## src/rtl/ppm_byte_stream_decoder_unit_defines.svh

```systemverilog
// assertion macros used by the decoder back end (ppmd_back)
`ifndef PPM_BYTE_STREAM_DECODER_UNIT_DEFINES_SVH
`define PPM_BYTE_STREAM_DECODER_UNIT_DEFINES_SVH

// same-cycle implication, checked outside reset
`define PPMD_ASSERT_IMP(lbl, clk, rst_n, ante, cons) \
    lbl: assert property (@(posedge clk) disable iff (!(rst_n)) (ante) |-> (cons)) \
        else $error("ppmd: same-cycle check failed");

// next-cycle implication, checked outside reset
`define PPMD_ASSERT_NEXT(lbl, clk, rst_n, ante, cons) \
    lbl: assert property (@(posedge clk) disable iff (!(rst_n)) (ante) |=> (cons)) \
        else $error("ppmd: next-cycle check failed");

`endif

```

## src/rtl/ppmd_pkg.sv

```systemverilog
// ----------------------------------------------------------------------------
// ppmd_pkg
// shared types and constants of the ppm byte stream decoder
// ----------------------------------------------------------------------------
`default_nettype none

package ppmd_pkg;

    localparam logic [7:0]  BYTE_P     = 8'h50;
    localparam logic [7:0]  BYTE_3     = 8'h33;
    localparam logic [7:0]  BYTE_6     = 8'h36;
    localparam logic [7:0]  BYTE_HASH  = 8'h23;
    localparam logic [7:0]  BYTE_LF    = 8'h0A;
    localparam logic [7:0]  BYTE_0     = 8'h30;
    localparam logic [7:0]  BYTE_9     = 8'h39;
    localparam logic [12:0] ACC_LIMIT  = 13'd8191;
    localparam logic [7:0]  FULL_SCALE = 8'd255;

    localparam logic [1:0] KIND_HEADER = 2'd0;
    localparam logic [1:0] KIND_PIXEL  = 2'd1;
    localparam logic [1:0] KIND_ERROR  = 2'd2;

    localparam logic [1:0] ERR_MAGIC    = 2'd0;
    localparam logic [1:0] ERR_MAX_BIG  = 2'd1;
    localparam logic [1:0] ERR_MAX_ZERO = 2'd2;
    localparam logic [1:0] ERR_DIM      = 2'd3;

    typedef enum logic [1:0] {
        CMD_HEADER = 2'd0,
        CMD_ERROR  = 2'd1,
        CMD_SAMPLE = 2'd2
    } t_cmd_op;

    typedef struct packed {
        t_cmd_op     op;
        logic [12:0] value;
        logic [12:0] width;
        logic [12:0] height;
        logic        binary;
        logic [7:0]  max;
        logic [1:0]  err;
    } t_cmd;

    typedef struct packed {
        logic [1:0]  kind;
        logic [7:0]  red;
        logic [7:0]  green;
        logic [7:0]  blue;
        logic [12:0] image_width;
        logic [12:0] image_height;
        logic        is_binary;
        logic [1:0]  error_code;
        logic        last_pixel;
    } t_result;

endpackage

`default_nettype wire

```

## src/rtl/ppmd_byte_if.sv

```systemverilog
// ----------------------------------------------------------------------------
// ppmd_byte_if
// byte channel into the decoder
// ----------------------------------------------------------------------------
`default_nettype none

interface ppmd_byte_if;
    logic       valid;
    logic       ready;
    logic [7:0] data_byte;

    modport source (output valid, output data_byte, input ready);
    modport sink (input valid, input data_byte, output ready);
endinterface

`default_nettype wire

```

## src/rtl/ppmd_pix_if.sv

```systemverilog
// ----------------------------------------------------------------------------
// ppmd_pix_if
// result channel out of the decoder
// ----------------------------------------------------------------------------
`default_nettype none

interface ppmd_pix_if;
    logic        valid;
    logic        ready;
    logic [1:0]  kind;
    logic [7:0]  red;
    logic [7:0]  green;
    logic [7:0]  blue;
    logic [12:0] image_width;
    logic [12:0] image_height;
    logic        is_binary;
    logic [1:0]  error_code;
    logic        last_pixel;

    modport source (output valid, output kind, output red, output green, output blue,
                    output image_width, output image_height, output is_binary,
                    output error_code, output last_pixel, input ready);
    modport sink (input valid, input kind, input red, input green, input blue,
                  input image_width, input image_height, input is_binary,
                  input error_code, input last_pixel, output ready);
endinterface

`default_nettype wire

```

## src/rtl/ppmd_front.sv

```systemverilog
// ----------------------------------------------------------------------------
// ppmd_front
// byte parser: magic check, number scanning, header, error and sample commands
// ----------------------------------------------------------------------------
`default_nettype none

module ppmd_front #(
    parameter int MAX_DIM = 4096
) (
    input  wire           i_clk,
    input  wire           i_rst_n,
    input  wire           i_valid,
    input  wire  [7:0]    i_data,
    output logic          o_ready,
    input  wire           i_full,
    output logic          o_push,
    output ppmd_pkg::t_cmd o_cmd
);

    typedef enum logic [7:0] {
        PH_MAGIC_P = 8'b0000_0001,
        PH_MAGIC_D = 8'b0000_0010,
        PH_WIDTH   = 8'b0000_0100,
        PH_HEIGHT  = 8'b0000_1000,
        PH_MAXV    = 8'b0001_0000,
        PH_TEXT    = 8'b0010_0000,
        PH_RAW     = 8'b0100_0000,
        PH_STOP    = 8'b1000_0000
    } t_phase;

    t_phase      r_phase, n_phase;
    logic        r_binary, n_binary;
    logic [12:0] r_acc, n_acc;
    logic        r_in_num, n_in_num;
    logic        r_in_cmt, n_in_cmt;
    logic [12:0] r_width, n_width;
    logic [12:0] r_height, n_height;

    logic        accept;
    logic        is_digit;
    logic        scanning;
    logic        num_end;
    logic [16:0] acc_wide;
    logic        over_dim;

    assign o_ready  = !i_full;
    assign accept   = i_valid && !i_full;
    assign is_digit = (i_data >= ppmd_pkg::BYTE_0) && (i_data <= ppmd_pkg::BYTE_9);
    assign scanning = (r_phase == PH_WIDTH) || (r_phase == PH_HEIGHT) ||
                      (r_phase == PH_MAXV) || (r_phase == PH_TEXT);
    assign acc_wide = {4'b0, r_acc} * 17'd10 + {13'b0, i_data[3:0]};
    assign over_dim = {4'b0, r_acc} > 17'(MAX_DIM);

    always_comb begin
        n_phase  = r_phase;
        n_binary = r_binary;
        n_acc    = r_acc;
        n_in_num = r_in_num;
        n_in_cmt = r_in_cmt;
        n_width  = r_width;
        n_height = r_height;
        num_end  = 1'b0;
        o_push   = 1'b0;
        o_cmd.op     = ppmd_pkg::CMD_SAMPLE;
        o_cmd.value  = r_acc;
        o_cmd.width  = r_width;
        o_cmd.height = r_height;
        o_cmd.binary = r_binary;
        o_cmd.max    = r_acc[7:0];
        o_cmd.err    = ppmd_pkg::ERR_MAGIC;

        // number scanner with comment skipping
        if (scanning) begin
            if (r_in_cmt) begin
                if (i_data == ppmd_pkg::BYTE_LF) begin
                    n_in_cmt = 1'b0;
                end
            end else if (is_digit) begin
                n_acc    = (acc_wide > {4'b0, ppmd_pkg::ACC_LIMIT}) ?
                           ppmd_pkg::ACC_LIMIT : acc_wide[12:0];
                n_in_num = 1'b1;
            end else begin
                if (i_data == ppmd_pkg::BYTE_HASH) begin
                    n_in_cmt = 1'b1;
                end
                if (r_in_num) begin
                    num_end  = 1'b1;
                    n_acc    = '0;
                    n_in_num = 1'b0;
                end
            end
        end

        unique case (r_phase)
            PH_MAGIC_P: begin
                if (i_data != ppmd_pkg::BYTE_P) begin
                    o_push   = 1'b1;
                    o_cmd.op = ppmd_pkg::CMD_ERROR;
                    o_cmd.err = ppmd_pkg::ERR_MAGIC;
                    n_phase  = PH_STOP;
                end else begin
                    n_phase = PH_MAGIC_D;
                end
            end
            PH_MAGIC_D: begin
                if (i_data == ppmd_pkg::BYTE_3) begin
                    n_binary = 1'b0;
                    n_phase  = PH_WIDTH;
                end else if (i_data == ppmd_pkg::BYTE_6) begin
                    n_binary = 1'b1;
                    n_phase  = PH_WIDTH;
                end else begin
                    o_push    = 1'b1;
                    o_cmd.op  = ppmd_pkg::CMD_ERROR;
                    o_cmd.err = ppmd_pkg::ERR_MAGIC;
                    n_phase   = PH_STOP;
                end
            end
            PH_WIDTH, PH_HEIGHT: begin
                if (num_end) begin
                    if (over_dim) begin
                        o_push    = 1'b1;
                        o_cmd.op  = ppmd_pkg::CMD_ERROR;
                        o_cmd.err = ppmd_pkg::ERR_DIM;
                        n_phase   = PH_STOP;
                    end else if (r_phase == PH_WIDTH) begin
                        n_width = r_acc;
                        n_phase = PH_HEIGHT;
                    end else begin
                        n_height = r_acc;
                        n_phase  = PH_MAXV;
                    end
                end
            end
            PH_MAXV: begin
                if (num_end) begin
                    o_push = 1'b1;
                    if (r_acc > 13'd255) begin
                        o_cmd.op  = ppmd_pkg::CMD_ERROR;
                        o_cmd.err = ppmd_pkg::ERR_MAX_BIG;
                        n_phase   = PH_STOP;
                    end else if (r_acc == '0) begin
                        o_cmd.op  = ppmd_pkg::CMD_ERROR;
                        o_cmd.err = ppmd_pkg::ERR_MAX_ZERO;
                        n_phase   = PH_STOP;
                    end else begin
                        o_cmd.op = ppmd_pkg::CMD_HEADER;
                        n_in_cmt = 1'b0;
                        if (r_width == '0 || r_height == '0) begin
                            n_phase = PH_STOP;
                        end else begin
                            n_phase = r_binary ? PH_RAW : PH_TEXT;
                        end
                    end
                end
            end
            PH_TEXT: begin
                o_push = num_end;
            end
            PH_RAW: begin
                o_push      = 1'b1;
                o_cmd.value = {5'b0, i_data};
            end
            PH_STOP: begin
                o_push = 1'b0;
            end
            default: begin
                n_phase = PH_STOP;
            end
        endcase

        if (!accept) begin
            o_push = 1'b0;
        end
    end

    always_ff @(posedge i_clk) begin
        if (!i_rst_n) begin
            r_phase  <= PH_MAGIC_P;
            r_binary <= 1'b0;
            r_acc    <= '0;
            r_in_num <= 1'b0;
            r_in_cmt <= 1'b0;
            r_width  <= '0;
            r_height <= '0;
        end else if (accept) begin
            r_phase  <= n_phase;
            r_binary <= n_binary;
            r_acc    <= n_acc;
            r_in_num <= n_in_num;
            r_in_cmt <= n_in_cmt;
            r_width  <= n_width;
            r_height <= n_height;
        end
    end

endmodule

`default_nettype wire

```

## src/rtl/ppmd_queue.sv

```systemverilog
// ----------------------------------------------------------------------------
// ppmd_queue
// two-entry command queue between parser and scaler
// ----------------------------------------------------------------------------
`default_nettype none

module ppmd_queue (
    input  wire            i_clk,
    input  wire            i_rst_n,
    input  wire            i_push,
    input  ppmd_pkg::t_cmd i_cmd,
    output logic           o_full,
    input  wire            i_pop,
    output ppmd_pkg::t_cmd o_cmd,
    output logic           o_empty
);

    ppmd_pkg::t_cmd r_mem [2];
    logic           r_wp, r_rp;
    logic [1:0]     r_count;

    assign o_full  = (r_count == 2'd2);
    assign o_empty = (r_count == 2'd0);
    assign o_cmd   = r_mem[r_rp];

    always_ff @(posedge i_clk) begin
        if (i_push) begin
            r_mem[r_wp] <= i_cmd;
        end
    end

    always_ff @(posedge i_clk) begin
        if (!i_rst_n) begin
            r_wp    <= 1'b0;
            r_rp    <= 1'b0;
            r_count <= '0;
        end else begin
            if (i_push) begin
                r_wp <= !r_wp;
            end
            if (i_pop) begin
                r_rp <= !r_rp;
            end
            r_count <= r_count + {1'b0, i_push} - {1'b0, i_pop};
        end
    end

endmodule

`default_nettype wire

```

## src/rtl/ppmd_back.sv

```systemverilog
// ----------------------------------------------------------------------------
// ppmd_back
// sample scaler with serial divider, pixel assembly and result register
// ----------------------------------------------------------------------------
`default_nettype none

`include "ppm_byte_stream_decoder_unit_defines.svh"

module ppmd_back (
    input  wire                i_clk,
    input  wire                i_rst_n,
    input  ppmd_pkg::t_cmd     i_cmd,
    input  wire                i_empty,
    output logic               o_pop,
    output logic               o_valid,
    input  wire                i_ready,
    output ppmd_pkg::t_result  o_res
);

    typedef enum logic [2:0] {
        ST_IDLE = 3'b001,
        ST_DIV  = 3'b010,
        ST_EMIT = 3'b100
    } t_state;

    t_state             r_state, n_state;
    logic               r_done, n_done;
    logic [7:0]         r_max, n_max;
    logic               r_binary, n_binary;
    logic [23:0]        r_left, n_left;
    logic [1:0]         r_cidx, n_cidx;
    logic [7:0]         r_held0, n_held0;
    logic [7:0]         r_held1, n_held1;
    logic [7:0]         r_blue, n_blue;
    logic [7:0]         r_rem, n_rem;
    logic [7:0]         r_quo, n_quo;
    logic [7:0]         r_num_lo, n_num_lo;
    logic [2:0]         r_cnt, n_cnt;
    logic               r_ov, n_ov;
    ppmd_pkg::t_result  r_out, n_out;

    logic        out_free;
    logic        load;
    logic [25:0] area;
    logic [25:0] area_m1;
    logic [15:0] numer;
    logic [8:0]  trial;
    logic        fits;
    logic        comp_done;
    logic [7:0]  comp_val;

    assign out_free = !r_ov || i_ready;
    assign area     = i_cmd.width * i_cmd.height;
    assign area_m1  = area - 26'd1;
    assign numer    = i_cmd.value[7:0] * ppmd_pkg::FULL_SCALE;
    assign trial    = {r_rem, r_num_lo[7]};
    assign fits     = trial >= {1'b0, r_max};

    always_comb begin
        n_state  = r_state;
        n_done   = r_done;
        n_max    = r_max;
        n_binary = r_binary;
        n_left   = r_left;
        n_cidx   = r_cidx;
        n_held0  = r_held0;
        n_held1  = r_held1;
        n_blue   = r_blue;
        n_rem    = r_rem;
        n_quo    = r_quo;
        n_num_lo = r_num_lo;
        n_cnt    = r_cnt;
        n_ov     = r_ov && !i_ready;
        n_out    = r_out;
        o_pop    = 1'b0;
        load     = 1'b0;
        comp_done = 1'b0;
        comp_val  = ppmd_pkg::FULL_SCALE;

        unique case (r_state)
            ST_IDLE: begin
                if (!i_empty) begin
                    unique case (i_cmd.op)
                        ppmd_pkg::CMD_HEADER: begin
                            if (out_free) begin
                                o_pop    = 1'b1;
                                load     = 1'b1;
                                n_out    = '0;
                                n_out.kind         = ppmd_pkg::KIND_HEADER;
                                n_out.image_width  = i_cmd.width;
                                n_out.image_height = i_cmd.height;
                                n_out.is_binary    = i_cmd.binary;
                                n_max    = i_cmd.max;
                                n_binary = i_cmd.binary;
                                n_cidx   = '0;
                                n_done   = (area == '0);
                                n_left   = (area_m1[25:24] != 2'b00) ? 24'hFF_FFFF :
                                           area_m1[23:0];
                            end
                        end
                        ppmd_pkg::CMD_ERROR: begin
                            if (out_free) begin
                                o_pop  = 1'b1;
                                load   = 1'b1;
                                n_out  = '0;
                                n_out.kind       = ppmd_pkg::KIND_ERROR;
                                n_out.error_code = i_cmd.err;
                                n_done = 1'b1;
                            end
                        end
                        ppmd_pkg::CMD_SAMPLE: begin
                            o_pop = 1'b1;
                            if (!r_done) begin
                                // sample at or above max lands on full scale
                                if (i_cmd.value >= {5'b0, r_max}) begin
                                    comp_done = 1'b1;
                                end else begin
                                    // quotient fits 8 bits, so start from the high byte
                                    n_rem    = numer[15:8];
                                    n_num_lo = numer[7:0];
                                    n_quo    = '0;
                                    n_cnt    = '0;
                                    n_state  = ST_DIV;
                                end
                            end
                        end
                        default: begin
                            o_pop = 1'b1;
                        end
                    endcase
                end
            end
            ST_DIV: begin
                n_rem    = fits ? 8'(trial - {1'b0, r_max}) : trial[7:0];
                n_quo    = {r_quo[6:0], fits};
                n_num_lo = {r_num_lo[6:0], 1'b0};
                n_cnt    = r_cnt + 3'd1;
                if (r_cnt == 3'd7) begin
                    comp_done = 1'b1;
                    comp_val  = {r_quo[6:0], fits};
                end
            end
            ST_EMIT: begin
                if (out_free) begin
                    load  = 1'b1;
                    n_out = '0;
                    n_out.kind       = ppmd_pkg::KIND_PIXEL;
                    n_out.red        = r_held0;
                    n_out.green      = r_held1;
                    n_out.blue       = r_blue;
                    n_out.is_binary  = r_binary;
                    n_out.last_pixel = (r_left == '0);
                    if (r_left == '0) begin
                        n_done = 1'b1;
                    end else begin
                        n_left = r_left - 24'd1;
                    end
                    n_cidx  = '0;
                    n_state = ST_IDLE;
                end
            end
            default: begin
                n_state = ST_IDLE;
            end
        endcase

        // component slotting
        if (comp_done) begin
            priority case (r_cidx)
                2'd0: begin
                    n_held0 = comp_val;
                    n_cidx  = 2'd1;
                    n_state = ST_IDLE;
                end
                2'd1: begin
                    n_held1 = comp_val;
                    n_cidx  = 2'd2;
                    n_state = ST_IDLE;
                end
                default: begin
                    n_blue  = comp_val;
                    n_state = ST_EMIT;
                end
            endcase
        end

        if (load) begin
            n_ov = 1'b1;
        end
    end

    always_ff @(posedge i_clk) begin
        if (!i_rst_n) begin
            r_state  <= ST_IDLE;
            r_done   <= 1'b0;
            r_max    <= '0;
            r_binary <= 1'b0;
            r_left   <= '0;
            r_cidx   <= '0;
            r_ov     <= 1'b0;
        end else begin
            r_state  <= n_state;
            r_done   <= n_done;
            r_max    <= n_max;
            r_binary <= n_binary;
            r_left   <= n_left;
            r_cidx   <= n_cidx;
            r_ov     <= n_ov;
        end
    end

    always_ff @(posedge i_clk) begin
        r_held0  <= n_held0;
        r_held1  <= n_held1;
        r_blue   <= n_blue;
        r_rem    <= n_rem;
        r_quo    <= n_quo;
        r_num_lo <= n_num_lo;
        r_cnt    <= n_cnt;
        r_out    <= n_out;
    end

    assign o_valid = r_ov;
    assign o_res   = r_out;

    `PPMD_ASSERT_IMP(a_div_rem_below_max, i_clk, i_rst_n, r_state == ST_DIV, r_rem < r_max)
    `PPMD_ASSERT_IMP(a_emit_has_three, i_clk, i_rst_n, r_state == ST_EMIT, r_cidx == 2'd2)
    `PPMD_ASSERT_NEXT(a_last_stops, i_clk, i_rst_n, load && n_out.last_pixel, r_done)

endmodule

`default_nettype wire

```

## src/rtl/ppm_byte_stream_decoder_unit.sv

```systemverilog
// ----------------------------------------------------------------------------
// ppm_byte_stream_decoder_unit
// ppm (p3 text / p6 raw) byte stream decoder, top level
// ----------------------------------------------------------------------------
// takes a ppm file one byte per transaction, checks the magic, parses width,
// height and max value (skipping whitespace and '#' comments), then scales
// each pixel component as value*255/max with saturation at 255. it sends one
// header transaction, then one transaction per rgb pixel with last_pixel set
// on the final one; a bad magic, a max of zero or above 255, or a dimension
// above MAX_DIM gives a single error transaction, and all later bytes are
// dropped until reset. the parser takes one byte per cycle while its
// two-entry command queue has room. the scaler is the throughput limit: a
// component below max goes through a restoring divider of 8 steps after it
// is dequeued, and a component at or above max is set to 255 as it is
// dequeued; the scaler takes one component at a time, and a finished pixel
// waits in the emit state until the result register is free. a text file
// needs one byte after its last number before the last pixel comes out.
// ----------------------------------------------------------------------------
`default_nettype none

module ppm_byte_stream_decoder_unit #(
    parameter int MAX_DIM = 4096
) (
    input  wire          i_clk,
    input  wire          i_rst_n,
    ppmd_byte_if.sink    i_byte,
    ppmd_pix_if.source   o_pix
);

    // parser to queue
    logic               push;
    logic               full;
    ppmd_pkg::t_cmd     push_cmd;

    // queue to scaler
    logic               pop;
    logic               empty;
    ppmd_pkg::t_cmd     head_cmd;

    // result register
    ppmd_pkg::t_result  res;

    ppmd_front #(
        .MAX_DIM (MAX_DIM)
    ) u_front (
        .i_clk   (i_clk),
        .i_rst_n (i_rst_n),
        .i_valid (i_byte.valid),
        .i_data  (i_byte.data_byte),
        .o_ready (i_byte.ready),
        .i_full  (full),
        .o_push  (push),
        .o_cmd   (push_cmd)
    );

    ppmd_queue u_queue (
        .i_clk   (i_clk),
        .i_rst_n (i_rst_n),
        .i_push  (push),
        .i_cmd   (push_cmd),
        .o_full  (full),
        .i_pop   (pop),
        .o_cmd   (head_cmd),
        .o_empty (empty)
    );

    ppmd_back u_back (
        .i_clk   (i_clk),
        .i_rst_n (i_rst_n),
        .i_cmd   (head_cmd),
        .i_empty (empty),
        .o_pop   (pop),
        .o_valid (o_pix.valid),
        .i_ready (o_pix.ready),
        .o_res   (res)
    );

    // unpack the result register onto the channel
    assign o_pix.kind         = res.kind;
    assign o_pix.red          = res.red;
    assign o_pix.green        = res.green;
    assign o_pix.blue         = res.blue;
    assign o_pix.image_width  = res.image_width;
    assign o_pix.image_height = res.image_height;
    assign o_pix.is_binary    = res.is_binary;
    assign o_pix.error_code   = res.error_code;
    assign o_pix.last_pixel   = res.last_pixel;

endmodule

`default_nettype wire
```

## src/flat_wrapper.sv

```systemverilog
// flat-port wrapper written by rule: the top's interface ports become plain ports
module ppm_byte_stream_decoder_unit_flat 
#(
    parameter int MAX_DIM = 4096
)
  (i_clk, i_rst_n, i_byte_valid, i_byte_data_byte, i_byte_ready, o_pix_valid, o_pix_kind, o_pix_red, o_pix_green, o_pix_blue, o_pix_image_width, o_pix_image_height, o_pix_is_binary, o_pix_error_code, o_pix_last_pixel, o_pix_ready);
  ppmd_byte_if i_byte_i ();
  ppmd_pix_if o_pix_i ();
  input  wire i_clk;
  input  wire i_rst_n;
  input wire logic [$bits(i_byte_i.valid)-1:0] i_byte_valid;
  input wire logic [$bits(i_byte_i.data_byte)-1:0] i_byte_data_byte;
  output wire logic [$bits(i_byte_i.ready)-1:0] i_byte_ready;
  output wire logic [$bits(o_pix_i.valid)-1:0] o_pix_valid;
  output wire logic [$bits(o_pix_i.kind)-1:0] o_pix_kind;
  output wire logic [$bits(o_pix_i.red)-1:0] o_pix_red;
  output wire logic [$bits(o_pix_i.green)-1:0] o_pix_green;
  output wire logic [$bits(o_pix_i.blue)-1:0] o_pix_blue;
  output wire logic [$bits(o_pix_i.image_width)-1:0] o_pix_image_width;
  output wire logic [$bits(o_pix_i.image_height)-1:0] o_pix_image_height;
  output wire logic [$bits(o_pix_i.is_binary)-1:0] o_pix_is_binary;
  output wire logic [$bits(o_pix_i.error_code)-1:0] o_pix_error_code;
  output wire logic [$bits(o_pix_i.last_pixel)-1:0] o_pix_last_pixel;
  input wire logic [$bits(o_pix_i.ready)-1:0] o_pix_ready;
  assign i_byte_i.valid = i_byte_valid;
  assign i_byte_i.data_byte = i_byte_data_byte;
  assign i_byte_ready = i_byte_i.ready;
  assign o_pix_valid = o_pix_i.valid;
  assign o_pix_kind = o_pix_i.kind;
  assign o_pix_red = o_pix_i.red;
  assign o_pix_green = o_pix_i.green;
  assign o_pix_blue = o_pix_i.blue;
  assign o_pix_image_width = o_pix_i.image_width;
  assign o_pix_image_height = o_pix_i.image_height;
  assign o_pix_is_binary = o_pix_i.is_binary;
  assign o_pix_error_code = o_pix_i.error_code;
  assign o_pix_last_pixel = o_pix_i.last_pixel;
  assign o_pix_i.ready = o_pix_ready;
  ppm_byte_stream_decoder_unit #(.MAX_DIM(MAX_DIM)) u_core (.i_clk(i_clk), .i_rst_n(i_rst_n), .i_byte(i_byte_i), .o_pix(o_pix_i));
endmodule
```

## config.mk

```make
export PLATFORM = sky130hd
export DESIGN_NAME = ppm_byte_stream_decoder_unit_flat
export DESIGN_NICKNAME = d
export VERILOG_FILES = /design/src/rtl/ppmd_pkg.sv /design/src/rtl/ppmd_byte_if.sv /design/src/rtl/ppmd_pix_if.sv /design/src/rtl/ppmd_front.sv /design/src/rtl/ppmd_queue.sv /design/src/rtl/ppmd_back.sv /design/src/rtl/ppm_byte_stream_decoder_unit.sv /design/src/flat_wrapper.sv
export VERILOG_INCLUDE_DIRS = /design/src /design/src/rtl
export SDC_FILE = /design/constraint.sdc
export NUM_CORES = 1
export LEC_CHECK = 0
export BUFFER_PORTS_ARGS = -buffer_cell sky130_fd_sc_hd__buf_2
export CAP_MARGIN = 5
export CELL_PAD_IN_SITES_DETAIL_PLACEMENT = 1
export CELL_PAD_IN_SITES_GLOBAL_PLACEMENT = 1
export CORE_MARGIN = 2
export CORE_UTILIZATION = 45
export CTS_CLUSTER_DIAMETER = 50
export CTS_CLUSTER_SIZE = 14
export DETAILED_ROUTE_END_ITERATION = 10
export PLACE_DENSITY_LB_ADDON = 0.1
export SYNTH_ARGS = -nofsm -noshare
export SYNTH_HDL_FRONTEND = slang
export SYNTH_SLANG_ARGS = --single-unit
```

## constraint.sdc

```tcl
create_clock -name i_clk -period 19.55 [get_ports i_clk]
set_input_delay 2.9325 -clock i_clk [delete_from_list [all_inputs] [get_ports i_clk]]
set_output_delay 2.9325 -clock i_clk [all_outputs]
set_load 0.05 [all_outputs]
```

# Word-level counts from Yosys, hierarchy flattened
# Memories as Yosys holds them, arrays and structs flattened. A register that Yosys moved wholly into a read port is not among the register bits.
# Index checks and enable logic that the tools add are counted.
[op_classes]
reduce_logical = 45
bitwise_logic = 6
order_cmp = 7
add_sub_neg = 7
n_eq_ne = 41
multipliers = 3
mux = 130
[op_table]
columns = ["operator", "n"]
rows = [
  ["2-to-1 mux 56 bit", 4],
  ["one-hot mux 56 bit (2 select lines)", 2],
  ["2-to-1 mux 8 bit", 20],
  ["2-to-1 mux 24 bit", 6],
  ["2-to-1 mux 13 bit", 4],
  ["one-hot mux 24 bit (2 select lines)", 1],
  ["2-to-1 mux 1 bit", 46],
  ["one-hot mux 8 bit (5 select lines)", 1],
  ["logical NOT 13 bit", 3],
  ["2-to-1 mux 7 bit", 5],
  ["2-to-1 mux 3 bit", 11],
  ["== test 8 x 6 -> 1 bit, second input constant", 4],
  ["one-hot mux 8 bit (2 select lines)", 2],
  ["2-to-1 mux 2 bit", 15],
  ["logical NOT 26 bit", 1],
  ["multiplier 13 x 13 -> 26 bit", 1],
  ["subtractor 26 x 1 -> 26 bit, second input constant", 1],
  ["logical NOT 24 bit", 1],
  ["subtractor 24 x 1 -> 24 bit, second input constant", 1],
  ["!= test 2 bit, second input constant", 11],
  ["!= test 3 bit, second input constant", 7],
  ["AND reduction 6 bit", 3],
  ["adder 17 x 4 -> 17 bit", 1],
  ["greater-than comparator 17 x 13 -> 1 bit, second input constant", 1],
  ["48 further kinds", 87],
]
[word_totals]
inputBits = 12
elab_cells = 273
output_inout_bits = 58
mem_bits_rw = 104
reg_bits = 200
memories = 1
[mem_list]
columns = ["name", "words", "word_bits", "rd", "rd_clocked_by_memory_dff", "wr", "line", "rtl"]
rows = [
  ["u_core.u_queue.r_mem", 2, 52, 1, 1, 1, "ppmd_queue.sv:18", "ppmd_pkg::t_cmd r_mem [2];"],
]

# Longest topological paths before layout
# Gate-level depths: netlist (run 1).
[depth]
depth_word = 10
ltp_mapped = 28

# Modules after synthesis
# Synthesis (run 1) repeated with hierarchy kept, for this count alone.
[hier_totals]
cells_unflattened = 2152
area_unflattened_um2 = 22341.4
[by_module_without_submodules]
columns = ["mod", "seq_area_each_um2", "area_each_um2", "cells_each", "instances"]
rows = [
  ["ppmd_back", 3983.8, 14358.8, 1496, 1],
  ["ppmd_queue", 3223.1, 4232.8, 183, 1],
  ["ppmd_front", 1001.0, 3749.8, 473, 1],
]

# Least setup slack after synthesis (run 1)
# OpenSTA, ideal clock, no wires.
[synth_timing]
path_kind = "reg2reg"
start = "reg (tool-made name)"
end = "reg u_core.u_back.r_left[20]"
period_less_slack_ns = 7.437
path_buffers = 3
stages_incl_launch_ff = 26
slack_ns = 12.113
setup_time_ns = 0.122
arrival_ns = 7.315
cell_sequence = "dfxtp_1 -> buf_2 -> buf_1 -> buf_1 -> mux2i_1 -> nor2_1 -> fa_1 -> inv_1 -> fa_1 -> inv_1 -> fa_1 -> fa_1 -> inv_1 -> fa_1 -> inv_1 -> ha_1 -> o21a_1 -> and4_1 -> a311o_1 -> o311ai_2 -> o21a_2 -> nand4_4 -> nor4_4 -> o211ai_4 -> and3_1 -> a221o_1"
[synth_lines]
columns = ["item", "line", "rtl"]
rows = [
  ["end signal, assigned", "ppmd_back.sv:206", "r_left <= n_left;"],
  ["end, declared", "ppmd_back.sv:30", "logic [23:0] r_left, n_left;"],
]

==> results of run 1 <==
-- worst max-delay path by stage --
stage / start / to / slack (ns) / depth (start not counted)
after global placement: register / u_core.u_back.r_left[20] / 11.48 / 24
after floorplan: register / u_core.u_back.r_left[20] / 12.11 / 25
after CTS: register / u_core.u_back.r_left[22] / 11.18 / 24
after detailed placement: register / u_core.u_back.r_left[5] / 11.22 / 24
after global routing: register / u_core.u_back.r_left[5] / 10.48 / 24
final: register / u_core.u_back.r_left[22] / 11.18 / 24
-- registers in the layout (all words and copies together), names as in the netlist, 3 cells and up, named ones only --
signal / count
u_core.u_back.o_res: 56
u_core.u_back.r_blue: 8
u_core.u_back.r_cnt: 3
u_core.u_back.r_held0: 8
u_core.u_back.r_held1: 8
u_core.u_back.r_left: 24
u_core.u_back.r_max: 8
u_core.u_back.r_num_lo: 8
u_core.u_back.r_quo: 7
u_core.u_back.r_rem: 8
u_core.u_back.r_state: 3
u_core.u_front.r_acc: 13
u_core.u_front.r_height: 13
u_core.u_front.r_phase: 8
u_core.u_front.r_width: 13
u_core.u_queue.r_mem: 104
-- placed cells by master, fill, tap and decap left out, types with 18 or more instances in the layout --
master / count
nor2b_1: 40
fa_1: 154
xnor2_1: 59
xor2_1: 33
ha_1: 154
inv_1: 239
and2_1: 28
o21ai_0: 53
a21o_1: 18
buf_4: 18
buf_2: 69
nor3_1: 43
clkbuf_16: 41
nand3_1: 35
mux2_2: 40
nand2_1: 161
dfxtp_1: 94
nor2_1: 191
mux2i_1: 76
edfxtp_1: 210
and3_1: 34
a21oi_1: 59
-- cells by family after synthesis --
kind of cell / count (synthesis)
fa+ha+maj: 308
buf+inv: 305
compound gates: 285
xor+xnor: 92
flops: 305
simple gates: 649
mux: 116
-- final cells by class --
cell class | instances | area [um2] | area share [%]
well taps | 615 | 769 | 3.22
multi-input cells | 1450 | 12300 | 51.3
repair buffers | 87 | 480 | 2.01
clock buffers | 45 | 1040 | 4.35
flip-flops and latches | 305 | 8210 | 34.4
clock inverters | 24 | 239 | 1.00
inverters | 241 | 905 | 3.78
-- per-layer routing --
| metal | part of all wire, % | global-route usage (%) | up-vias |
|---|---|---|---|
| li1 | - | - | 7256 |
| met1 | 45 | 31.2 | 7740 |
| met2 | 50 | 42.2 | 272 |
| met3 | 3.3 | 2.53 | 77 |
| met4 | 2.4 | 6.65 | 0 |
| met5 | 0 | 0 | - |
-- metrics by stage --
step	hold slack (ns)	setup slack [ns]	utilization, %	std cells
3_5_place_dp	0.481	11.22	47.6	2698
2_1_floorplan	0.448	12.11	-	2060
3_3_place_gp	0.466	11.48	47.6	2698
6_report	0.472	11.18	50.3	2767
5_1_grt	0.502	10.48	50.3	2767
4_1_cts	0.479	11.18	50.3	2767
==> impl_results.md, run 1 <==
- Worst Tran Pin Value: 1.20 ns
- Synth Area in Simple Gates: 14.9%
- Final-report max-slew violation count: 0
- WS Path Type: reg2reg
- Worst setup EP type: register
- Worst Hold Endpoint: u_core.u_queue.r_mem[0][13]
- Hold Path Cell Cnt: 0
- Filler cells: 5,163
- Synthesized Nets: 2,380
- Hold Path Class: reg2reg
- Clock skew: 0.0284 ns
- CTS buffer count: 38
- CTS hold repair buffers: 0
- Final GP Congestion: 0.859
- Initial core utilization: 45.4%
- Crit path max fanout: 41
- Synth cell count leaders: 239 x inv_1, 210 x edfxtp_1, 194 x nor2_1
- Drt total wl: 57,800 um
- Critical Path RT: 20.02 ns
- Area Growth Syn to Fin: 10.7%
- Compound-Gate Fraction of Synth Area: 9.20%
- First-pass GRT wire length: just over 90,000 um
- Final hold vios: 0
- CTS max path bufs: 3
- Crit-path max cell delay: 0.73 ns
- Clock net sink count: 305
- Largest delay contributor family on the critical path: adder cells
- Netlist cell types: 80
- Clock-pin transition on the worst setup and hold timing paths: 0.06 ns
- Routed vias: between 15k and 20k
- CP Data Arrival Time: about 9 ns
- Crit path cell chain: buf_4 -> mux2i_1 -> buf_4 -> nor2_1 -> fa_1 -> inv_1 -> fa_1 -> inv_1 -> fa_1 -> fa_1 -> inv_1 -> fa_1 -> inv_1 -> ha_1 -> a21oi_1 -> o21ai_0 -> a21oi_1 -> o21bai_1 -> xnor2_1 -> nand4_4 -> or2_1 -> o211ai_2 -> nand2_1 -> a31oi_1
- RSZ-0062 raised after global routing: no
- Grt ovf: 0
- Vias in the first global route: 16.8k
- R2r setup slk: around 11 ns
- Post-DP Area: 22,600 um2
- Synth Area in XOR/XNOR: 3.73%
- Fin nets: 2,443
- Sequential fraction of the synthesis area: between 30% and 40%
- DIE HEIGHT: approximately 220 um
- Max-slew headroom: 17.9%
- Setup TNS: 0 ns
- Setup Buffers After CTS: 0
- Resized cells post-CTS: 0
- Largest net degree at the start of global routing: 54
- Syn Area/Cell: 10.5 um2
- Leading cell type by number of instances after synthesis: inv_1
- Site row count: 80
- Cells taking the most area after synthesis: edfxtp_1 29%, fa_1 14%, ha_1 8.9%, dfxtp_1 8.8%, inv_1 4.2%
- Max frequency: 120 MHz
- Minimum clock period: 8.37 ns
- DRC: 0
- Routed vias/inst: 5.55
- Hold_sp: u_core.u_front.r_height[2]
- Slowest stage cell, crit path: dfxtp_4
- DR pass1 iterations: 5
- Initial antenna violation count: 0
- Syn Std Cell Area: 21,600 um2
- Largest family of logic cells by synthesized area: adder cells
- Share of the synthesized area in the top cell type: 29.2%
- Yosys Warn Count: 0
- Share of cells above drive strength 1: 10.6%
- Crit start category: register
- R2r endpoint: u_core.u_back.r_left[22]
- MaxCap Viol Count: 0
- Post-DP HPWL: 44,600 um
- Final setup viols: 0
- Crit-path most repeated cell: fa_1
- Synthesized instance count: 2,060
- Mux contribution to synthesized area: under 10%
- Design Area, Final: 23,900 um2
- CTS tree: done
- Area of the die: 49,700 um2
- All-layer global routing usage: 23.9%
- #FFs+latches synth: 305
- Clk Latency, worst-skew pair: 0.56 ns
- Io pins: 70
- Area of the core: 47,500 um2
- # diodes: 0
- Reg2Reg Depth: 24
- Port-buffer cells: 69
- DR WL/cell: 20.9 um
- Post-synth ARST share: 0%
- Outcome: finished clean
- Fin crit share: 42.8%
- Synth Area in Adders: 23.2%
- Die X: 223 um
- Starting DRC count in detailed routing: 857
- CTS root buf: clkbuf_16
- Post-route ant nets: 0
- Max H-tree Level: 2
- EDFF count, synth: 210
- Yosys top cell by area: edfxtp_1
- CP bufs+invs: 6
- Ys flop type: edfxtp_1
Power of run 1 is left out: the tool's default activity adds up to more than one toggle a clock period on the data nets, which glitch-free logic cannot reach.
==> inputs of run 2 (changes only) <==
clock period = 8.06 ns   (was 19.55 ns; I/O delays follow)
==> impl_results.md, run 2 (same netlist as run 1, synthesis figures left out) <==
- Largest delay contributor family on the critical path: adder cells (unchanged)
- Reg2Reg Depth: 23 (was 24)
- CTS hold repair buffers: 0 (unchanged)
- Drt total wl: 58,500 um (was 57,800 um)
- Grt ovf: 0 (unchanged)
- Vias in the first global route: 16.9k (was 16.8k)
- Final GP Congestion: 0.864 (was 0.859)
- Fin crit share: 93.1% (was 42.8%)
- CP bufs+invs: 5 (was 6)
- Final-report max-slew violation count: 0 (unchanged)
- Crit path cell chain: buf_4 -> mux2i_1 -> nor2_1 -> fa_1 -> inv_1 -> fa_1 -> inv_1 -> fa_1 -> fa_1 -> inv_1 -> fa_1 -> inv_1 -> ha_1 -> a21oi_1 -> o211ai_1 -> a311o_1 -> o311ai_2 -> o21a_2 -> nand4_4 -> nor4_4 -> o211ai_4 -> and3_1 -> a221o_1 (was buf_4 -> mux2i_1 -> buf_4 -> nor2_1 -> fa_1 -> inv_1 -> fa_1 -> inv_1 -> fa_1 -> fa_1 -> inv_1 -> fa_1 -> inv_1 -> ha_1 -> a21oi_1 -> o21ai_0 -> a21oi_1 -> o21bai_1 -> xnor2_1 -> nand4_4 -> or2_1 -> o211ai_2 -> nand2_1 -> a31oi_1)
- Final setup viols: 0 (unchanged)
- Max-slew headroom: 24.7% (was 17.9%)
- Setup TNS: 0 ns (unchanged)
- First-pass GRT wire length: 93,700 um (was 93,100 um)
- Design Area, Final: 24,100 um2 (was 23,900 um2)
- Hold_sp: u_core.u_front.r_height[5] (was u_core.u_front.r_height[2])
- Crit path capture: u_core.u_back.r_left[20] (was u_core.u_back.r_left[22])
- DR WL/cell: 21.0 um (was 20.9 um)
- Commonest non-fill, non-tap cells in the layout: 239 x inv_1, 210 x edfxtp_1, 191 x nor2_1 (unchanged)
- Area of the die: 49,700 um2 (unchanged)
- Crit start category: register (unchanged)
- WS Path Type: reg2reg (unchanged)
- Clock skew: 0.0259 ns (was 0.0284 ns)
- CTS max path bufs: 3 (unchanged)
- DRC: 0 (unchanged)
- Routed vias/inst: 5.53 (was 5.55)
- Worst Tran Pin Value: 1.12 ns (was 1.20 ns)
- CTS root buf: clkbuf_16 (unchanged)
- Critical path depth: 23 (was 24)
- Hold Path Class: reg2reg (unchanged)
- Routed vias: 15.4k (was 15.3k)
- Die X: 223 um (unchanged)
- Post-DP HPWL: 44,800 um (was 44,600 um)
- R2r setup slk: 0.56 ns (was 11.18 ns)
- DIE HEIGHT: 223 um (unchanged)
- Crit-path max cell delay: 0.58 ns (was 0.73 ns)
- Outcome: finished clean (unchanged)
- Post-route ant nets: 0 (unchanged)
- RSZ-0062 raised after global routing: no (unchanged)
- MaxCap Viol Count: 0 (unchanged)
- Max frequency: 133 MHz (was 120 MHz)
- Final hold vios: 0 (unchanged)
- # diodes: 0 (unchanged)
- Largest net degree at the start of global routing: 58 (was 54)
- Port-buffer cells: 69 (unchanged)
- Clock-pin transition on the worst setup and hold timing paths: 0.06 ns (about the same)
- Area Growth Syn to Fin: 11.9% (was 10.7%)
- Worst setup EP type: register (unchanged)
- Clock net sink count: 305 (unchanged)
- R2r endpoint: u_core.u_back.r_left[20] (was u_core.u_back.r_left[22])
- Initial antenna violation count: 0 (unchanged)
- Biggest register: u_core.u_queue.r_mem (unchanged)
- Initial core utilization: 45.4% (unchanged)
- Minimum clock period: 7.50 ns (was 8.37 ns)
- Starting DRC count in detailed routing: 655 (was 857)
- Critical Path RT: 8.49 ns (was 20.02 ns)
- Fin nets: 2,465 (was 2,443)
- DR pass1 iterations: 5 (unchanged)
- Io pins: 70 (unchanged)
- CTS buffer count: 40 (was 38)
- Slowest stage cell, crit path: dfxtp_4 (unchanged)
- Crit path max fanout: 21 (was 41)
- All-layer global routing usage: 24.2% (was 23.9%)
- Clk Latency, worst-skew pair: 0.56 ns (about the same)
- Site row count: 80 (unchanged)
- Commonest non-fill, non-tap cell in the layout: inv_1 (unchanged)
- Share of cells above drive strength 1: 11.6% (was 10.6%)
- Crit-path most repeated cell: fa_1 (unchanged)
- Area of the core: 47,500 um2 (unchanged)
- CTS tree: done (unchanged)
- Post-DP Area: 22,800 um2 (was 22,600 um2)
- Max reg flops: 104 (unchanged)
- CP Data Arrival Time: 7.93 ns (was 8.83 ns)
- Max H-tree Level: 2 (unchanged)
-- run 2: cell types whose count changed in the layout (fill, tap and decap cells not counted), moves of 2 or more --
cell	before	now
buf_4	18	37
inv_6	3	7
bufinv_16	1	3
clkbuf_1	4	2
clkinvlp_4	4	6
-- run 2: repair_timing --
action / CTS / global route
endpoints found under the setup margin: 0 / 23
setup buffers: 0 / 1
gates resized for setup: 0 / 2
-- run 2: area by class of cell --
cell class	instances	area (um2)
clock inverters	28	318
clock buffers	43	1030
multi-input cells	1450	12300
inverters	241	905
flip-flops and latches	305	8210
fillers	5193	23400
repair buffers	107	651
well taps	615	769
-- run 2: per-layer routing --
| layer | GRT usage, % | routed length (um) | part of all wire, % | vias up |
|---|---|---|---|---|
| met5 | 0 | 0 | 0 | - |
| met4 | 7.47 | 1600 | 2.7 | 0 |
| met3 | 3.61 | 1960 | 3.3 | 89 |
| met2 | 42.0 | 28900 | 49 | 220 |
| met1 | 31.1 | 26100 | 45 | 7806 |
| li1 | - | - | - | 7315 |
-- run 2: worst min-delay path by stage --
stage | cells past startpoint | slack (ns) | end
detailed placement | 0 | 0.49 | u_core.u_queue.r_mem[0][17]
global placement | 0 | 0.46 | u_core.u_queue.r_mem[0][17]
CTS | 0 | 0.49 | u_core.u_queue.r_mem[0][16]
finish | 0 | 0.48 | u_core.u_queue.r_mem[0][16]
global route | 0 | 0.51 | u_core.u_queue.r_mem[0][25]
floorplan | 0 | 0.45 | u_core.u_queue.r_mem[0][11]
-- run 2: per-stage QoR --
| stage | cells | hold WS, ns | setup slack (ns) | utilization, % |
|---|---|---|---|---|
| finish | 2789 | 0.482 | 0.558 | 50.8 |
| floorplan | 2060 | 0.448 | 0.623 | - |
| global route | 2789 | 0.511 | 0.0927 | 50.8 |
| detailed placement | 2717 | 0.486 | 0.230 | 47.9 |
| CTS | 2788 | 0.494 | 0.236 | 50.7 |
| global placement | 2717 | 0.461 | 0.510 | 47.9 |
Power of run 2 is left out for the same reason.
==> inputs of run 3 (changes only) <==
SYNTH_HIERARCHICAL = 1   (was default)
==> impl_results.md, run 3 <==
- Leading cell type by number of instances after synthesis: inv_1 (unchanged)
- Cells taking the most area after synthesis: edfxtp_1 28%, fa_1 14%, ha_1 8.6%, dfxtp_1 8.5%, inv_1 4.1% (was edfxtp_1 29%, fa_1 14%, ha_1 8.9%, dfxtp_1 8.8%, inv_1 4.2%)
- DR WL/cell: 19.9 um (was 21.0 um)
- Syn Area/Cell: 10.4 um2 (was 10.5 um2)
- Critical path depth: 24 (was 23)
- Synthesized instance count: 2,152 (was 2,060)
- Clock skew: 0.0214 ns (was 0.0259 ns)
- Io pins: 70 (unchanged)
- CP Data Arrival Time: 7.93 ns (about the same)
- Max-slew headroom: 19.7% (was 24.7%)
- Initial core utilization: 45.6% (was 45.4%)
- Worst setup EP type: register (unchanged)
- Minimum clock period: 7.45 ns (was 7.50 ns)
- WS Path Type: reg2reg (unchanged)
- Fin crit share: 92.5% (was 93.1%)
- Hold Path Class: reg2reg (unchanged)
- Share of the synthesized area in the top cell type: 28.2% (was 29.2%)
- Biggest register: u_core/u_queue/r_mem (was u_core.u_queue.r_mem)
- CTS max path bufs: 3 (unchanged)
- EDFF count, synth: 210 (unchanged)
- Crit-path max cell delay: 0.59 ns (was 0.58 ns)
- Yosys top cell by area: edfxtp_1 (unchanged)
- Final hold vios: 0 (unchanged)
- R2r setup slk: 0.61 ns (was 0.56 ns)
- Setup TNS: 0 ns (unchanged)
- CTS buffer count: 38 (was 40)
- Port-buffer cells: 69 (unchanged)
- CP bufs+invs: 5 (unchanged)
- Post-synth ARST share: 0% (unchanged)
- Grt ovf: 0 (unchanged)
- Post-route ant nets: 0 (unchanged)
- Synth Area in Adders: 22.4% (was 23.2%)
- Synth Area in Simple Gates: 16.4% (was 14.9%)
- Crit path capture: u_core/u_back/r_left[11] (was u_core.u_back.r_left[20])
- Fin nets: 2,503 (was 2,465)
- Crit path cell chain: clkbuf_16 -> mux2_4 -> and2_1 -> fa_1 -> inv_1 -> fa_1 -> inv_1 -> fa_1 -> fa_1 -> inv_1 -> fa_1 -> inv_1 -> ha_1 -> nand4_1 -> or3_1 -> o22ai_1 -> nor2_1 -> xnor2_1 -> or4b_4 -> nor4_4 -> a21oi_1 -> o21a_4 -> a221o_1 -> a21oi_1 (was buf_4 -> mux2i_1 -> nor2_1 -> fa_1 -> inv_1 -> fa_1 -> inv_1 -> fa_1 -> fa_1 -> inv_1 -> fa_1 -> inv_1 -> ha_1 -> a21oi_1 -> o211ai_1 -> a311o_1 -> o311ai_2 -> o21a_2 -> nand4_4 -> nor4_4 -> o211ai_4 -> and3_1 -> a221o_1)
- Post-DP HPWL: 42,600 um (was 44,800 um)
- CTS tree: done (unchanged)
- Crit-path most repeated cell: fa_1 (unchanged)
- Die X: 227 um (was 223 um)
- Sequential fraction of the synthesis area: 36.7% (was 38.0%)
- Routed vias/inst: 5.43 (was 5.53)
- Crit start category: register (unchanged)
- Site row count: 81 (was 80)
- Synth cell count leaders: 245 x inv_1, 244 x nand2_1, 210 x edfxtp_1 (was 239 x inv_1, 210 x edfxtp_1, 194 x nor2_1)
- Final-report max-slew violation count: 0 (unchanged)
- All-layer global routing usage: 22.8% (was 24.2%)
- Ys flop type: edfxtp_1 (unchanged)
- Clock net sink count: 305 (unchanged)
- DIE HEIGHT: 227 um (was 223 um)
- Final GP Congestion: 0.838 (was 0.864)
- Largest family of logic cells by synthesized area: adder cells (unchanged)
- Drt total wl: 57,300 um (was 58,500 um)
- Resized cells post-CTS: 0 (unchanged)
- DRC: 0 (unchanged)
- Slowest stage cell, crit path: or4b_4 (was dfxtp_4)
- Commonest non-fill, non-tap cell in the layout: inv_1 (unchanged)
- Reg2Reg Depth: 24 (was 23)
- Share of cells above drive strength 1: 12.5% (was 11.6%)
- MaxCap Viol Count: 0 (unchanged)
- R2r endpoint: u_core/u_back/r_left[11] (was u_core.u_back.r_left[20])
- Starting DRC count in detailed routing: 727 (was 655)
- Largest delay contributor family on the critical path: adder cells (unchanged)
- Max frequency: 134 MHz (was 133 MHz)
- Clk Latency, worst-skew pair: 0.56 ns (about the same)
- Max H-tree Level: 2 (unchanged)
- #FFs+latches synth: 305 (unchanged)
- Largest net degree at the start of global routing: 55 (was 58)
- Worst Tran Pin Value: 1.17 ns (was 1.12 ns)
- First-pass GRT wire length: 91,000 um (was 93,700 um)
- Netlist cell types: 101 (was 80)
- Final setup viols: 0 (unchanged)
- Synth Area in XOR/XNOR: 3.24% (was 3.73%)
- Vias in the first global route: 16.9k (about the same)
- Area Growth Syn to Fin: 9.62% (was 11.9%)
- Syn Std Cell Area: 22,300 um2 (was 21,600 um2)
- RSZ-0062 raised after global routing: no (unchanged)
- Area of the core: 49,000 um2 (was 47,500 um2)
- Outcome: finished clean (unchanged)
- Routed vias: 15.6k (was 15.4k)
- Clock-pin transition on the worst setup and hold timing paths: 0.06 ns (about the same)
- Area of the die: 51,400 um2 (was 49,700 um2)
- Crit path max fanout: 15 (was 21)
- Synthesized Nets: 2,472 (was 2,380)
- Mux contribution to synthesized area: 4.35% (was 5.61%)
- Commonest non-fill, non-tap cells in the layout: 245 x inv_1, 244 x nand2_1, 210 x edfxtp_1 (was 239 x inv_1, 210 x edfxtp_1, 191 x nor2_1)
- Max reg flops: 104 (unchanged)
- Initial antenna violation count: 0 (unchanged)
- Compound-Gate Fraction of Synth Area: 10.3% (was 9.20%)
- Critical Path RT: 8.54 ns (was 8.49 ns)
- Yosys Warn Count: 6 (was 0)
- CTS root buf: clkbuf_16 (unchanged)
- DR pass1 iterations: 5 (unchanged)
## run 3: cell count changes after synthesis, sizes merged, moves of 19 or more
cell	previous run	this run
a21boi	13	32
nor2	195	95
a21oi	61	106
nand2	161	244
buf	17	36
mux2i	76	4
mux2	40	66
and2	29	134
## run 3: repair_timing
item                                    4_1_cts  5_1_grt
hold buffers                                  0        0
buffers inserted                              0        3
endpoints found under the setup margin        0       10
## run 3: per-stage QoR
step / std cells / utilization (%) / setup slack [ns] / hold slack, ns / area (um2)
floorplan: 2152 / - / 0.970 / 0.436 / 22300
finish: 2878 / 50.0 / 0.607 / 0.460 / 24500
CTS: 2874 / 49.9 / 0.395 / 0.461 / 24400
global route: 2877 / 50.0 / 0.142 / 0.478 / 24500
detailed placement: 2804 / 47.3 / 0.389 / 0.447 / 23100
global placement: 2804 / 47.3 / 0.545 / 0.444 / 23100
## run 3: layer usage
layer | wire, um | up-vias | track usage, %
met5 | 0 | - | 0
met4 | 1720 | 0 | 8.11
met3 | 1500 | 87 | 2.35
met2 | 29000 | 198 | 40.7
met1 | 25000 | 7933 | 28.5
li1 | - | 7417 | -
## run 3: layout make-up
type                    instances  area [um2]
clock buffers                  46        1030
multi-input cells            1504       12700
fillers                      5392       24500
flip-flops and latches        305        8210
diodes                          1        2.50
clock inverters                24         283
inverters                     246         923
well taps                     664         831
repair buffers                 88         505
## run 3: cell families after synthesis
logic type,count (synthesis)
XOR/XNOR,81
buffers and inverters,343
AO/OA/AOI/OAI,336
adder cells (fa/ha/maj),308
multiplexers,70
flip-flops,305
AND/OR/NAND/NOR,709
## run 3: worst min path at each step
stage | endpoint | start | depth (start not counted) | slack (ns)
finish | u_core/u_back/r_max[4] | u_core/u_back/r_max[4] | 2 | 0.46
global route | u_core/u_back/r_max[4] | u_core/u_back/r_max[4] | 2 | 0.48
CTS | u_core/u_back/r_max[4] | u_core/u_back/r_max[4] | 2 | 0.46
detailed placement | u_core/u_back/r_max[3] | u_core/u_back/r_max[3] | 2 | 0.45
global placement | u_core/u_back/r_binary | u_core/u_back/r_binary | 2 | 0.44
floorplan | u_core/u_back/r_max[2] | u_core/u_back/r_max[2] | 2 | 0.44
## run 3: worst register-to-register path: cells and delay by family, from the launching register on
| family | cells | cell delay, ns |
|---|---|---|
| compound gates | 5 | 1.16 |
| xor+xnor | 1 | 0.17 |
| fa+ha+maj | 6 | 2.98 |
| buf+inv | 5 | 0.47 |
| flops | 1 | 0.56 |
| mux | 1 | 0.41 |
| simple gates | 6 | 1.64 |
Power of run 3 is left out for the same reason.
